[config.mk]
export PLATFORM = sky130hd
export DESIGN_NAME = bfps_ram
export DESIGN_NICKNAME = d
export VERILOG_FILES = /design/src/design/bfps_ram.sv
export SDC_FILE = /design/constraint.sdc
export NUM_CORES = 1
export LEC_CHECK = 0
export BUFFER_PORTS_ARGS = -buffer_cell sky130_fd_sc_hd__buf_2
export CORE_AREA = 2 2 134 136
export DETAILED_ROUTE_END_ITERATION = 8
export DIE_AREA = 0 0 136 138
export PLACE_DENSITY = 0.47
export SYNTH_ARGS = -nofsm -noshare
export SYNTH_HDL_FRONTEND = slang
export SYNTH_SLANG_ARGS = --single-unit
[constraint.sdc]
create_clock -name clk_i -period 3.8 [get_ports clk_i]
set_input_delay 0.38 -clock clk_i [delete_from_list [all_inputs] [get_ports clk_i]]
set_output_delay 0.38 -clock clk_i [all_outputs]
set_load 0.1 [all_outputs]
[src/design/bfps_ram.sv]
// ----------------------------------------------------------------------------
// bfps_ram
// Generic RAM: one write port, one read port, registered read data.
// ----------------------------------------------------------------------------
module bfps_ram #(
  parameter int unsigned Width = 8,
  parameter int unsigned Depth = 16
) (
  input  logic                     clk_i,
  input  logic                     we_i,
  input  logic [$clog2(Depth)-1:0] waddr_i,
  input  logic [Width-1:0]         wdata_i,
  input  logic [$clog2(Depth)-1:0] raddr_i,
  output logic [Width-1:0]         rdata_o
);
  logic [Width-1:0] mem_q [Depth];

  always_ff @(posedge clk_i) begin
    if (we_i) begin
      mem_q[waddr_i] <= wdata_i;
    end
    rdata_o <= mem_q[raddr_i];
  end
endmodule

==> impl_summary.txt <==
----------------------------------------------------
[CTS]
  Depth of the CTS H-tree ... 4
  Resized cells post-CTS ... 0
  Buffer depth of the longest clock path ... 2
  Clk_lat worst skew ... 420 ps
  Master cell of the clock root buffer ... clkbuf_16
  Number of buffers created by CTS ... 17
  Total clock sinks ... 136
  Post-CTS clock slew at the launch and capture registers of the worst setup and hold paths ... 60 ps
  TritonCTS clock tree ... done
  Post-CTS Setup Bufs ... 0
  Hold-fix buffer count after cts ... 0

[Synth]
  Count of mapped cells out of synthesis ... 229
  Compound-cell area share of the yosys netlist ... 2.33%
  Main combinational cell family by area after synthesis ... multiplexers
  Number of synthesized register bits ... 136
  Nets in the synthesized netlist ... 247
  Synthesized-area fraction occupied by and/or/nand/nor cells ... 3.18%
  Multiplexer share of the synthesized area ... 15.0%
  Combined area of all synthesized cells ... 5150 um^2
  Average cell area after synthesis ... 22.5 um^2
  Number of distinct library cells after synthesis ... 19
  Synth top area share ... 74.7%
  Synth Area in Adders ... 0%
  Top area cells in the synthesized netlist ... edfxtp_1, mux4_2, mux4_1
  Cell type with the highest aggregate area in the netlist ... edfxtp_1
  Xor/xnor cell area share of the yosys netlist ... 0%
  Sequential-to-total area share from yosys stat ... 77.8%
  Warnings, synthesis ... 0

[STA]
  Peak Freq ... 0.540 GHz
  Worst-case headroom to the max-slew limit ... 32.6%
  Period utilisation layout ... 48.7%
  Fin Setup TNS ... 0 ps
  Slew Viols, Final ... 0
  Final-report hold violation count ... 0
  Final Critical Period ... 1850 ps
  Slew @ Worst Pin ... 1010 ps
  Final-report setup violation count ... 0
  Worst Skew ... 5.31 ps
  Unrepaired setup endpoints after global routing ... false

[Drt]
  ANT nets after route ... 0
  Final WL ... 10400 um
  Post-route DRC violation count ... 0
  Routed WL per cell ... 20.3 um
  Detailed Route Iter0 Violations ... 205
  Via count ... 2370
  Detailed Routing Iterations Pass 1 ... 5
  Vias per cell ... 4.64

[Floorplanning]
  Vertical die dimension ... 138 um
  Die Outline Area ... 18800 um^2
  Effective utilization at floorplan ... 29.4%
  Site row count ... 49
  Core area ... 17500 um^2
  I/O Pins ... 26
  Die width ... 136 um

[Placement]
  Global placer's final weighted congestion ... 0.700
  Port Buffer Count ... 25
  Post-placement cell area ... 5520 um^2
  DPL Wire Length ... 6690 um
  Number of instances in the placed design ... 479

[Setup path]
  R2R setup slack ... 2400 ps
  Critical Setup Path Class ... primary input to flip-flop
  Endpoint class of the critical path ... flip-flop
  Crit path cell chain ... buf_2, buf_4, mux4_1, a22oi_1, nand2_1
  CP startpoint kind ... primary input
  Data arrival time of the worst path ... 2150 ps
  Crit-path max FO ... 17
  Timing endpoint of the critical path ... rdata_o[3]$_DFF_P_
  Launch point of the worst reg-to-reg path ... mem_q[1][5]$_DFFE_PP_
  Required arrival time at the worst endpoint ... 4090 ps
  Crit path launch ... raddr_i[0]
  Slowest stage cell on the critical path ... mux4_1
  Delay of the slowest cell on the worst path ... 570 ps
  R2R Path End ... rdata_o[5]$_DFF_P_
  FF-to-FF path depth ... 3

[Final layout]
  Antenna cell count ... 0
  Design area ... 6130 um^2
  Most used cells in the layout excluding fill and tap cells ... edfxtp_1, buf_2, mux4_2, clkbuf_16, a22oi_1
  Share of layout cells above drive strength 1 ... 28.7%
  Fin cells ... 511
  Nets ... 287
  Leading cell type in the layout, fill and taps excluded ... edfxtp_1
  Growth of design area from synthesis to finish ... 19.2%
  Finished Core Util ... 35.0%

[GRT]
  Vias in the first global route ... 2414
  Total global routing track utilization ... 12.0%
  First-pass GRT wire length ... 15700 um
  Total global routing overflow ... 0
  Pin count of the biggest net entering global routing ... 33
  Initial antenna violation count ... 0

[Power and ir drop]
  Power per Cell Area ... 584 nW/um^2
  Overall power consumption ... 3.58 mW
  Leakage power ... 2.01 nW
  Peak supply drop ... 0.000408 V

[Run]
  Number of maximum-capacitance violations ... 0

[Hold path]
  Min-Delay Path Class ... primary input to flip-flop

[Status]
  Status ... finished clean

----------------------------------------------------
synth_stat cells, drive strengths merged:
cell type and number:
nor2 13, mux4 32, or3b 1, nand3 1, nor3 4, clkdlybuf4s25 3, dfxtp 8, edfxtp 128
and2 1, buf 7, nand2 9, nor2b 1, nand3b 2, and2b 1, a22oi 16, nand2b 2
routing by layer:
| layer | share of wire, % | vias to the layer above | global-route usage (%) |
|---|---|---|---|
| met5 | 0 | - | 0 |
| met4 | 1.7 | 0 | 5.43 |
| met3 | 6.8 | 12 | 3.63 |
| met2 | 44 | 79 | 16.7 |
| met1 | 47 | 1223 | 17.3 |
| li1 | - | 1056 | - |
final cells by class:
| type | instances | area [um^2] |
|---|---|---|
| fillers | 1683 | 11400 |
| flip-flops and latches | 136 | 4000 |
| multi-input cells | 83 | 1060 |
| clock buffers | 21 | 470 |
| well taps | 229 | 287 |
| repair buffers | 31 | 170 |
| clock inverters | 11 | 146 |
flip-flops by register name, summed over array words and instances, names as in the netlist:
register  cells
mem_q       128
rdata_o       8
per-stage QoR:
stage	setup slack (ps)	hold slack (ps)
floorplan	1930	479
global placement	1490	661
detailed placement	1480	670
CTS	1920	336
global route	1830	345
finish	1950	346
worst max-delay path, delay by kind of cell:
family,cells,cell delay [ps]
AO/OA/AOI/OAI,1,290
buffers and inverters,2,790
multiplexers,1,570
AND/OR/NAND/NOR,1,100
report_power, final:
part	internal (mW)	switching [mW]
registers	1.68	0.0110
clock network	1.08	0.591
logic	0.0617	0.160
logic make-up (layout without fill, tap and decap cells):
kind of cell	Yosys count	in the layout
flops	136	136
simple gates	35	35
compound gates	16	16
buf+inv	10	63
mux	32	32
how the worst min path moves through the flow:
stage | start | to | slack (ps) | cells after the start
after floorplan | wdata_i[0] | mem_q[0][0]$_DFFE_PP_ | 480 | 0
after global placement | mem_q[14][5]$_DFFE_PP_ | rdata_o[5]$_DFF_P_ | 660 | 3
after detailed placement | mem_q[15][1]$_DFFE_PP_ | rdata_o[1]$_DFF_P_ | 670 | 3
after CTS | wdata_i[6] | mem_q[0][6]$_DFFE_PP_ | 340 | 1
after global routing | wdata_i[2] | mem_q[5][2]$_DFFE_PP_ | 350 | 1
final | wdata_i[2] | mem_q[4][2]$_DFFE_PP_ | 350 | 1
Power figures use the tool's default switching activity.
